===== config.mk =====
export PLATFORM = sky130hd
export DESIGN_NAME = note_to_pwm_settings
export DESIGN_NICKNAME = d
export VERILOG_FILES = /design/src/rtl/core/nps_pkg.sv /design/src/rtl/core/nps_front.sv /design/src/rtl/core/nps_div.sv /design/src/rtl/core/nps_back.sv /design/src/rtl/core/note_to_pwm_settings.sv
export SDC_FILE = /design/constraint.sdc
export NUM_CORES = 2
export LEC_CHECK = 0
export BUFFER_PORTS_ARGS = -buffer_cell sky130_fd_sc_hd__buf_2
export CAP_MARGIN = 20
export CELL_PAD_IN_SITES_DETAIL_PLACEMENT = 0
export CELL_PAD_IN_SITES_GLOBAL_PLACEMENT = 1
export CORE_MARGIN = 2
export CORE_UTILIZATION = 58
export CTS_CLUSTER_DIAMETER = 200
export CTS_CLUSTER_SIZE = 8
export DETAILED_ROUTE_END_ITERATION = 8
export MAX_ROUTING_LAYER = met4
export PLACE_DENSITY_LB_ADDON = 0.1
export SLEW_MARGIN = 20
export SYNTH_ARGS = -nofsm -noshare
export SYNTH_HDL_FRONTEND = slang
export SYNTH_SLANG_ARGS = --single-unit

===== constraint.sdc =====
create_clock -name clk -period 30.4 [get_ports clk]
set_input_delay 6.08 -clock clk [delete_from_list [all_inputs] [get_ports clk]]
set_output_delay 6.08 -clock clk [all_outputs]
set_load 0.02 [all_outputs]

===== src/rtl/core/nps_pkg.sv =====
// Shared types, constants and tables of the note to PWM settings block.
package nps_pkg;

  // Configuration register indexes
  localparam int CFG_IDX_W = 2;
  localparam logic [CFG_IDX_W-1:0] REG_TEMPO  = 2'd0;
  localparam logic [CFG_IDX_W-1:0] REG_BEAT   = 2'd1;
  localparam logic [CFG_IDX_W-1:0] REG_VOLUME = 2'd2;
  localparam int CFG_DATA_W = 9;

  // Register reset values
  localparam logic [8:0] TEMPO_RESET  = 9'd120;
  localparam logic [4:0] BEAT_RESET   = 5'd4;
  localparam logic [6:0] VOLUME_RESET = 7'd5;
  localparam logic [6:0] VOLUME_MAX   = 7'd100;

  // Input codes
  localparam logic [2:0] LET_A      = 3'd0;
  localparam logic [2:0] LET_B      = 3'd1;
  localparam logic [2:0] LET_C      = 3'd2;
  localparam logic [2:0] LET_D      = 3'd3;
  localparam logic [2:0] LET_E      = 3'd4;
  localparam logic [2:0] LET_F      = 3'd5;
  localparam logic [2:0] LET_G      = 3'd6;
  localparam logic [2:0] LETTER_BAD = 3'd7;
  localparam logic [1:0] ACC_NAT    = 2'd0;
  localparam logic [1:0] ACC_SHARP  = 2'd1;
  localparam logic [1:0] ACC_FLAT   = 2'd2;
  localparam logic [1:0] ACC_BAD    = 2'd3;

  // Octaves 0 .. OCTAVES-1 are playable
  localparam int OCTAVES = 7;
  localparam logic [3:0] OCT_LIMIT = 4'(OCTAVES);

  // Timing arithmetic
  localparam int NUM_W      = 35;                 // beat * 60e6 * (2^(d+1)-1)
  localparam int DVS_W      = 9;                  // tempo
  localparam int DIV_STEP   = 5;                  // quotient bits per divider stage
  localparam int DIV_STAGES = NUM_W / DIV_STEP;
  localparam logic [NUM_W-1:0] US_PER_MIN = 35'd60000000;
  // floor(x/100) = (x * M100) >> 38, exact for x < 2^32
  localparam logic [31:0] M100 = 32'd2748779070;
  // floor(x/5) = (x * M5) >> 32, exact for x < 2^30
  localparam logic [29:0] M5 = 30'd858993460;
  localparam logic [31:0] SOUND_MAX = 32'h7FFF_FFFF;
  localparam logic [27:0] GAP_MAX   = 28'h7FF_FFFF;

  typedef struct packed {
    logic       is_pause;
    logic [2:0] letter;
    logic [2:0] octave;
    logic [1:0] accidental;
    logic [2:0] duration_code;
    logic [1:0] dots;
  } note_in_t;

  typedef struct packed {
    logic        tone_enable;
    logic [25:0] period_ns;
    logic [24:0] duty_ns;
    logic [30:0] sound_us;
    logic [26:0] gap_us;
    logic        bad_note;
  } note_out_t;

  // Note results that ride alongside the divider
  typedef struct packed {
    logic        tone_enable;
    logic [25:0] period_ns;
    logic [24:0] duty_ns;
    logic        bad_note;
    logic [3:0]  len_shift;
  } side_t;

  typedef struct packed {
    logic [NUM_W-1:0] num;
    logic [DVS_W-1:0] dvs;
    side_t            side;
  } div_in_t;

  typedef struct packed {
    logic [NUM_W-1:0] quo;
    side_t            side;
  } div_out_t;

  // Tone period in ns of the lowest octave, semitone 0 = A
  function automatic logic [26:0] period_rom(input logic [3:0] semi);
    logic [26:0] p;
    case (semi)
      4'd0:    p = 27'd72727272;
      4'd1:    p = 27'd68645404;
      4'd2:    p = 27'd64792634;
      4'd3:    p = 27'd61156102;
      4'd4:    p = 27'd57723674;
      4'd5:    p = 27'd54483893;
      4'd6:    p = 27'd51425947;
      4'd7:    p = 27'd48539631;
      4'd8:    p = 27'd45815310;
      4'd9:    p = 27'd43243895;
      4'd10:   p = 27'd40816801;
      4'd11:   p = 27'd38525930;
      default: p = '0;
    endcase
    return p;
  endfunction

  // Semitone of each letter, counted from the A of the same octave, plus 12
  function automatic logic [3:0] letter_base(input logic [2:0] letter);
    logic [3:0] b;
    case (letter)
      LET_A:   b = 4'd12;
      LET_B:   b = 4'd14;
      LET_C:   b = 4'd3;
      LET_D:   b = 4'd5;
      LET_E:   b = 4'd7;
      LET_F:   b = 4'd8;
      LET_G:   b = 4'd10;
      default: b = 4'd0;
    endcase
    return b;
  endfunction

endpackage


===== src/rtl/core/nps_front.sv =====
// Front stages: note decode, period lookup, duty and timing numerator.
module nps_front (
  input  logic             clk,
  input  logic             rst,
  input  logic             in_valid,
  output logic             in_ready,
  input  nps_pkg::note_in_t in_word,
  input  logic [8:0]       tempo_bpm,
  input  logic [4:0]       beat_unit,
  input  logic [6:0]       volume,
  output logic             out_valid,
  input  logic             out_ready,
  output nps_pkg::div_in_t out_word
);

  // stage 1 registers
  logic        v1;
  logic        tone1;
  logic        bad1;
  logic [26:0] per1;
  logic [5:0]  half1;
  logic [8:0]  bf1;
  logic [3:0]  sh1;
  logic [8:0]  dvs1;
  // stage 2 registers
  logic        v2;
  logic        tone2;
  logic        bad2;
  logic [26:0] per2;
  logic [31:0] prod2;
  logic [nps_pkg::NUM_W-1:0] num2;
  logic [3:0]  sh2;
  logic [8:0]  dvs2;
  // stage 3 is the output register
  logic        v3;

  logic adv1, adv2, adv3;

  // decode combinational
  logic [3:0]  base;
  logic [3:0]  semi;
  logic [3:0]  row;
  logic [3:0]  oct_shift;
  logic [26:0] per;
  logic        bad;
  logic        tone;
  logic [6:0]  vol_sat;
  logic [4:0]  dot_mul;
  logic [8:0]  dvs;
  logic [63:0] duty_mul;

  // per-stage flow control: a stage moves when empty or when its consumer moves
  assign adv3     = !v3 || out_ready;
  assign adv2     = !v2 || adv3;
  assign adv1     = !v1 || adv2;
  assign in_ready = adv1;
  assign out_valid = v3;

  // semitone, octave shift and validity of the note
  always_comb begin
    base = nps_pkg::letter_base(in_word.letter);
    case (in_word.accidental)
      nps_pkg::ACC_SHARP: semi = base + 4'd1;
      nps_pkg::ACC_FLAT:  semi = base - 4'd1;
      default:            semi = base;
    endcase
    if (semi >= 4'd12) begin
      row       = semi - 4'd12;
      oct_shift = {1'b0, in_word.octave} + 4'd1;
    end else begin
      row       = semi;
      oct_shift = {1'b0, in_word.octave};
    end
    per  = nps_pkg::period_rom(row) >> oct_shift;
    bad  = !in_word.is_pause &&
           (in_word.letter == nps_pkg::LETTER_BAD ||
            {1'b0, in_word.octave} >= nps_pkg::OCT_LIMIT ||
            in_word.accidental == nps_pkg::ACC_BAD);
    tone = !in_word.is_pause && !bad;
    vol_sat = (volume > nps_pkg::VOLUME_MAX) ? nps_pkg::VOLUME_MAX : volume;
    dot_mul = (5'd2 << in_word.dots) - 5'd1;
    dvs     = (tempo_bpm == 9'd0) ? 9'd1 : tempo_bpm;
  end

  // stage 1: decoded note and timing operands
  always_ff @(posedge clk) begin
    if (rst) begin
      v1 <= 1'b0;
    end else if (adv1) begin
      v1 <= in_valid;
    end
    if (adv1) begin
      tone1 <= tone;
      bad1  <= bad;
      per1  <= tone ? per : '0;
      half1 <= vol_sat[6:1];
      bf1   <= 9'(beat_unit) * 9'(dot_mul[3:0]);
      sh1   <= 4'(in_word.duration_code) + 4'(in_word.dots);
      dvs1  <= dvs;
    end
  end

  // stage 2: period times duty percent, numerator of the note time
  always_ff @(posedge clk) begin
    if (rst) begin
      v2 <= 1'b0;
    end else if (adv2) begin
      v2 <= v1;
    end
    if (adv2) begin
      tone2 <= tone1;
      bad2  <= bad1;
      per2  <= per1;
      prod2 <= 32'(33'(per1) * 33'(half1));
      num2  <= nps_pkg::NUM_W'(bf1) * nps_pkg::US_PER_MIN;
      sh2   <= sh1;
      dvs2  <= dvs1;
    end
  end

  // stage 3: divide by 100 through the reciprocal
  assign duty_mul = 64'(prod2) * 64'(nps_pkg::M100);

  always_ff @(posedge clk) begin
    if (rst) begin
      v3 <= 1'b0;
    end else if (adv3) begin
      v3 <= v2;
    end
    if (adv3) begin
      out_word.num              <= num2;
      out_word.dvs              <= dvs2;
      out_word.side.tone_enable <= tone2;
      out_word.side.period_ns   <= per2[25:0];
      out_word.side.duty_ns     <= duty_mul[62:38];
      out_word.side.bad_note    <= bad2;
      out_word.side.len_shift   <= sh2;
    end
  end

endmodule


===== src/rtl/core/nps_div.sv =====
// Pipelined restoring divider of the note time numerator by the tempo.
module nps_div (
  input  logic              clk,
  input  logic              rst,
  input  logic              in_valid,
  output logic              in_ready,
  input  nps_pkg::div_in_t  in_word,
  output logic              out_valid,
  input  logic              out_ready,
  output nps_pkg::div_out_t out_word
);

  localparam int NW = nps_pkg::NUM_W;
  localparam int DW = nps_pkg::DVS_W;
  localparam int NS = nps_pkg::DIV_STAGES;

  typedef struct packed {
    logic [NW-1:0] acc;
    logic [DW-1:0] rem;
  } step_t;

  // DIV_STEP quotient bits: numerator shifts out at the top, quotient in at the bottom
  function automatic step_t div_steps(input logic [NW-1:0] a_in,
                                      input logic [DW-1:0] r_in,
                                      input logic [DW-1:0] d);
    step_t     s;
    logic [DW:0] r2;
    s.acc = a_in;
    s.rem = r_in;
    for (int k = 0; k < nps_pkg::DIV_STEP; k++) begin
      r2    = {s.rem, s.acc[NW-1]};
      s.acc = {s.acc[NW-2:0], 1'b0};
      if (r2 >= {1'b0, d}) begin
        s.rem    = DW'(r2 - {1'b0, d});
        s.acc[0] = 1'b1;
      end else begin
        s.rem = r2[DW-1:0];
      end
    end
    return s;
  endfunction

  logic [NS-1:0]  v;
  logic [NS:0]    rdy;
  logic [NW-1:0]  acc  [NS];
  logic [DW-1:0]  rem  [NS];
  logic [DW-1:0]  dvs  [NS];
  nps_pkg::side_t side [NS];

  assign rdy[NS]   = out_ready;
  assign in_ready  = rdy[0];
  assign out_valid = v[NS-1];
  assign out_word.quo  = acc[NS-1];
  assign out_word.side = side[NS-1];

  for (genvar i = 0; i < NS; i++) begin : g_stage
    logic           up_valid;
    logic [NW-1:0]  up_acc;
    logic [DW-1:0]  up_rem;
    logic [DW-1:0]  up_dvs;
    nps_pkg::side_t up_side;
    step_t          nxt;

    if (i == 0) begin : g_first
      assign up_valid = in_valid;
      assign up_acc   = in_word.num;
      assign up_rem   = '0;
      assign up_dvs   = in_word.dvs;
      assign up_side  = in_word.side;
    end else begin : g_next
      assign up_valid = v[i-1];
      assign up_acc   = acc[i-1];
      assign up_rem   = rem[i-1];
      assign up_dvs   = dvs[i-1];
      assign up_side  = side[i-1];
    end

    assign rdy[i] = !v[i] || rdy[i+1];
    assign nxt    = div_steps(up_acc, up_rem, up_dvs);

    always_ff @(posedge clk) begin
      if (rst) begin
        v[i] <= 1'b0;
      end else if (rdy[i]) begin
        v[i] <= up_valid;
      end
      if (rdy[i]) begin
        acc[i]  <= nxt.acc;
        rem[i]  <= nxt.rem;
        dvs[i]  <= up_dvs;
        side[i] <= up_side;
      end
    end
  end

endmodule


===== src/rtl/core/nps_back.sv =====
// Back stages: note length scaling, 95/5 split and saturation of the times.
module nps_back (
  input  logic               clk,
  input  logic               rst,
  input  logic               in_valid,
  output logic               in_ready,
  input  nps_pkg::div_out_t  in_word,
  output logic               out_valid,
  input  logic               out_ready,
  output nps_pkg::note_out_t out_word
);

  // stage 1 registers
  logic           v1;
  logic [31:0]    t1;
  logic [27:0]    g1;
  logic           hi1;
  nps_pkg::side_t side1;
  // stage 2 is the output register
  logic           v2;

  logic adv1, adv2;

  logic [nps_pkg::NUM_W-1:0] t_full;
  logic [59:0]    g_mul;
  logic [31:0]    g20;
  logic           part;
  logic [31:0]    s_raw;
  logic           s_sat;
  logic           g_sat;

  assign adv2      = !v2 || out_ready;
  assign adv1      = !v1 || adv2;
  assign in_ready  = adv1;
  assign out_valid = v2;

  // note time: quotient over the power of two of note length and dot count
  assign t_full = in_word.quo >> in_word.side.len_shift;
  // T/20 = (T/4)/5
  assign g_mul  = 60'(t_full[31:2]) * 60'(nps_pkg::M5);

  always_ff @(posedge clk) begin
    if (rst) begin
      v1 <= 1'b0;
    end else if (adv1) begin
      v1 <= in_valid;
    end
    if (adv1) begin
      t1    <= t_full[31:0];
      g1    <= g_mul[59:32];
      hi1   <= |t_full[nps_pkg::NUM_W-1:32];
      side1 <= in_word.side;
    end
  end

  // sound = T - ceil(T/20); huge times saturate both fields
  always_comb begin
    g20   = {g1[27:0], 4'b0} + {2'b0, g1[27:0], 2'b0};
    part  = (t1 != g20);
    s_raw = t1 - 32'(g1) - 32'(part);
    s_sat = hi1 || (s_raw > nps_pkg::SOUND_MAX);
    g_sat = hi1 || (g1 > nps_pkg::GAP_MAX);
  end

  always_ff @(posedge clk) begin
    if (rst) begin
      v2 <= 1'b0;
    end else if (adv2) begin
      v2 <= v1;
    end
    if (adv2) begin
      out_word.tone_enable <= side1.tone_enable;
      out_word.period_ns   <= side1.period_ns;
      out_word.duty_ns     <= side1.duty_ns;
      out_word.bad_note    <= side1.bad_note;
      if (side1.bad_note) begin
        out_word.sound_us <= '0;
        out_word.gap_us   <= '0;
      end else begin
        out_word.sound_us <= s_sat ? nps_pkg::SOUND_MAX[30:0] : s_raw[30:0];
        out_word.gap_us   <= g_sat ? nps_pkg::GAP_MAX[26:0] : g1[26:0];
      end
    end
  end

endmodule


===== src/rtl/core/note_to_pwm_settings.sv =====
// An accepted note word passes the front stages, the tempo divider and the back stages.
// Throughput: one word per cycle while out_ready holds; the 7-stage tempo divider makes up most of the depth.
// Each stage holds under backpressure and refills from upstream as it drains.
// Reset clears all stage valid bits and loads tempo 120, beat unit 4, volume 5.
// Top level of the note to PWM settings block.
module note_to_pwm_settings (
  input  logic                 clk,
  input  logic                 rst,
  input  logic                 in_valid,
  output logic                 in_ready,
  input  nps_pkg::note_in_t    in_word,
  output logic                 out_valid,
  input  logic                 out_ready,
  output nps_pkg::note_out_t   out_word,
  input  logic                 cfg_write,
  input  logic [nps_pkg::CFG_IDX_W-1:0]  cfg_index,
  input  logic [nps_pkg::CFG_DATA_W-1:0] cfg_data
);

  logic [8:0] tempo_bpm;
  logic [4:0] beat_unit;
  logic [6:0] volume;

  logic              f_valid, f_ready;
  nps_pkg::div_in_t  f_word;
  logic              d_valid, d_ready;
  nps_pkg::div_out_t d_word;

  // configuration registers
  always_ff @(posedge clk) begin
    if (rst) begin
      tempo_bpm <= nps_pkg::TEMPO_RESET;
      beat_unit <= nps_pkg::BEAT_RESET;
      volume    <= nps_pkg::VOLUME_RESET;
    end else if (cfg_write) begin
      unique case (cfg_index)
        nps_pkg::REG_TEMPO:  tempo_bpm <= cfg_data[8:0];
        nps_pkg::REG_BEAT:   beat_unit <= cfg_data[4:0];
        nps_pkg::REG_VOLUME: volume    <= cfg_data[6:0];
        default: ;
      endcase
    end
  end

  nps_front u_front (
    .clk       (clk),
    .rst       (rst),
    .in_valid  (in_valid),
    .in_ready  (in_ready),
    .in_word   (in_word),
    .tempo_bpm (tempo_bpm),
    .beat_unit (beat_unit),
    .volume    (volume),
    .out_valid (f_valid),
    .out_ready (f_ready),
    .out_word  (f_word)
  );

  nps_div u_div (
    .clk       (clk),
    .rst       (rst),
    .in_valid  (f_valid),
    .in_ready  (f_ready),
    .in_word   (f_word),
    .out_valid (d_valid),
    .out_ready (d_ready),
    .out_word  (d_word)
  );

  nps_back u_back (
    .clk       (clk),
    .rst       (rst),
    .in_valid  (d_valid),
    .in_ready  (d_ready),
    .in_word   (d_word),
    .out_valid (out_valid),
    .out_ready (out_ready),
    .out_word  (out_word)
  );

`ifndef SYNTHESIS
  // an invalid note carries nothing but its flag
  a_bad_clear: assert property (@(posedge clk) disable iff (rst)
    out_valid && out_word.bad_note |->
      !out_word.tone_enable && out_word.period_ns == '0 && out_word.duty_ns == '0 &&
      out_word.sound_us == '0 && out_word.gap_us == '0)
    else $error("bad note word has nonzero fields");

  // a sounding note has a real period and no error
  a_tone_period: assert property (@(posedge clk) disable iff (rst)
    out_valid && out_word.tone_enable |-> !out_word.bad_note && out_word.period_ns != '0)
    else $error("sounding note without period");

  // duty is at most half the period, and zero when silent
  a_duty_range: assert property (@(posedge clk) disable iff (rst)
    out_valid |-> (out_word.duty_ns <= 25'(out_word.period_ns >> 1)) &&
                  (out_word.tone_enable || out_word.duty_ns == '0))
    else $error("duty out of range");

  // the sounding part never falls below the gap
  a_split_order: assert property (@(posedge clk) disable iff (rst)
    out_valid |-> 32'(out_word.sound_us) >= 32'(out_word.gap_us))
    else $error("sound time below gap time");

  // nothing leaves right after reset
  a_reset_empty: assert property (@(posedge clk)
    rst |=> !out_valid)
    else $error("result valid right after reset");
`endif

endmodule


==> metrics.md <==
| Metric | Value |
|---|---|
| WL/cell | around 21 um |
| CTS buffer count | 169 |
| Category of the worst setup path capture point | output port |
| Die width | 408 um |
| DRT Wirelength | 218000 um |
| Reg2reg start | u_div.dvs[4][0] |
| Result of the run | finished, final reports clean |
| Share of cells above drive strength 1 | 0.0715 |
| CP max stage cell | nor2_1 |
| Setup TNS | 0 ns |
| R2R setup slack | 17.03 ns |
| Max Clk Rate | roughly 0.063 GHz |
| Slew @ Worst Pin | 1.12 ns |
| Global-route wire length before repair | 344000 um |
| Syn nets | 10.1k |
| IO Count | approximately 140 |
| Crit path buf inv count | 2 |
| Cell count after synthesis | 7997 |
| H-tree Lvls | 4 |
| DRT iter0 DRCs | 3671 |
| Period utilisation layout | 0.525 |
| Clock Skew | between 0.05 and 0.06 ns |
| Crit-path cells | buf_2 -> nor2b_1 -> and3_1 -> and2_1 -> nand3_4 -> nor2_1 -> nand3_4 -> nor2_1 -> nand3_4 -> buf_2 |
| Post-Layout Cell Count | between 10k and 15k |
| DP HPWL | 174000 um |
| Crit. path cell count | 10 |
| Final setup fails | 0 |
| Number of flops mapped to enable cells by yosys | about 1.2k |
| WP data required | around 24 ns |
| Crit path from | out_ready |
| Post-layout instance area | 103000 sq um |
| Post-synthesis sequential area ratio | 0.381 |
| CTS tree | done |
| Min cycle time layout | roughly 16 ns |
| DRC viols | 0 |
| Core area | 162000 sq um |
| Slew Viols, Final | 0 |
| Die height | 408 um |
| Most frequent CP cell | nand3_4 |
| CTS Sinks | 1214 |
| Area Growth Syn to Fin | 8.74% |
| Placed Cells | 10.2k |
| Avg Inst Size Synth | about 12 sq um |
| # hold bufs at CTS | 0 |
| Max Root-Sink Buffers | 3 |
| Worst-path clk slew | roughly 0.050 ns |
| # rows | roughly 150 |
| Die area | 167000 sq um |
| CP Data Arrival Time | 9.88 ns |
| Worst hold path type | flop to flop |
| Unrepaired setup endpoints after global routing | false |
| Clk Latency, worst-skew pair | 0.81 ns |
| Grt ovf | 0 |
| Nets@finish | 10.4k |
| Initial core utilization | 0.583 |
| CP Capture Point | in_ready |
| Root Buffer | clkbuf_16 |
| Yosys reg bits | around 1.2k |
| Synth Warn # | 0 |
| Pre-antenna DRT Iters | 5 |
| Crit path max fanout | 21 |
| Most common cell after layout, fill and taps aside | inv_1 |
| Antenna violations before repair | 3 |
| Vias per cell | 5.54 |
| Final antenna-violating net count | 0 |
| CP Class | primary input to output port |
| Via count | 58.0k |
| Final hold viol count | 0 |
| Port buffer count | about 140 |
| Via count of the first global-routing pass | 60.5k |
| Gr usage total | 0.277 |
| Async SR Flop Fraction | 0 |
| WHS | about 0.38 ns |
| Post-CTS Resized | 0 |
| CP max stage delay | 0.70 ns |
| Setup Buffers After CTS | 0 |
| R2r endpoint | u_div.rem[5][8] |
| Crit path launch type | primary input |
| R2R cell count | 48 |
| Area of placed instances | 98100 sq um |
| Max transition margin | 0.248 |
| Post-synth cell types | 85 |
| Max-Cap Viols | 0 |
| Mapped cell area | 94700 sq um |
| Most frequent cells in the layout | inv_1, ha_1, edfxtp_1 |
| Largest net degree at the start of global routing | about 80 |
| Post-synth top flop | edfxtp_1 |
| Routability-driven placement congestion ratio | 0.941 |
| Worst path top cell family by delay | simple AND/OR/NAND/NOR gates |
[final cells by class]
class,count,area [sq um]
Fill cell,12802,59400
Sequential cell,1214,36100
Multi-Input combinational cell,5178,52600
Inverter,1481,5570
Timing Repair Buffer,190,1100
Clock inverter,14,410
Tap cell,2175,2720
Antenna cell,2,5.00
Clock buffer,212,4410
[stage by stage]
stage	utilization	setup slack, ns
detailed placement	0.604	14.53
global placement	0.604	14.53
floorplan	-	9.01
global route	0.634	14.16
finish	0.634	14.44
CTS	0.634	14.42
[synthesized netlist by cell type (all sizes together) (7+ instances only)]
master   instances  share of area
edfxtp        1182           0.37
o31a             8        0.00074
dfxtp           32         0.0068
o21bai          64         0.0051
or3              8        0.00053
nand4           70         0.0046
nand3           48         0.0025
a211o           13         0.0012
a221oi          19         0.0021
o21a            50         0.0040
o22ai           10        0.00066
a31oi           15        0.00099
nor2b           75         0.0050
o211ai          18         0.0015
a2111oi          7         0.0010
and4             7        0.00065
mux4            12         0.0029
a21o           215          0.017
nand2b          64         0.0042
inv           1479          0.059
and3            23         0.0015
xor2           127          0.012
and2            69         0.0046
o31ai           34         0.0027
o21ai          255          0.013
a21oi          356          0.019
xnor2          258          0.024
clkbuf          98         0.0039
nor4            17         0.0014
fa             896           0.19
nand2          374          0.015
nor3            61         0.0032
mux2           151          0.018
mux2i           84         0.0089
ha            1191           0.16
or2             15        0.00099
a211oi          32         0.0028
a21boi          22         0.0017
buf             26         0.0014
nor2           435          0.017
[worst min path at each step]
| stage | from | end | slack (ns) | cells after the start |
|---|---|---|---|---|
| global route | u_div.side[6][39] | u_back.side1[39] | 0.40 | 0 |
| floorplan | u_back.side1[46] | u_back.out_word[100] | 0.40 | 0 |
| global placement | u_div.side[4][15] | u_div.side[5][15] | 0.40 | 0 |
| detailed placement | u_back.side1[19] | u_back.out_word[73] | 0.40 | 0 |
| CTS | u_div.side[6][39] | u_back.side1[39] | 0.38 | 0 |
| finish | u_div.acc[5][1] | u_div.acc[6][6] | 0.38 | 0 |
[registers in the layout, indices dropped and copies added (netlist names), 4 cells and up]
signal	cells
u_back.t1	32
volume	6
u_div.g_stage.up_valid	6
u_front.half1	6
u_back.side1	53
u_back.out_word	111
u_div.rem	54
u_front.dvs1	9
beat_unit	5
u_front.bf1	9
u_div.dvs	54
u_front.per2	26
u_div.side	399
u_div.acc	200
u_front.sh1	4
u_front.per1	27
u_front.num2	27
u_front.out_word	93
tempo_bpm	9
u_front.sh2	4
u_front.prod2	32
u_back.g1	28
u_front.dvs2	9
[kinds of logic after synthesis]
group                      after synthesis  synth area share
xor gates and xnor gates               385            0.0356
and+or+nand+nor                       1289            0.0633
buffers and inverters                 1605            0.0640
adders and majority gates             2087             0.347
muxes                                  247            0.0298
DFF                                   1214             0.381
AOI/OAI and AO/OA                     1170            0.0792
[metal layers]
layer,GRT usage,part of all wire,routed length (um)
met5,-,0,0
met4,0.0735,0.026,5640
met3,0.0366,0.048,10400
met2,0.438,0.47,103000
met1,0.379,0.45,98700
Power is left out: the tool's default activity adds up to more than one toggle a clock period on the data nets, which glitch-free logic cannot reach.
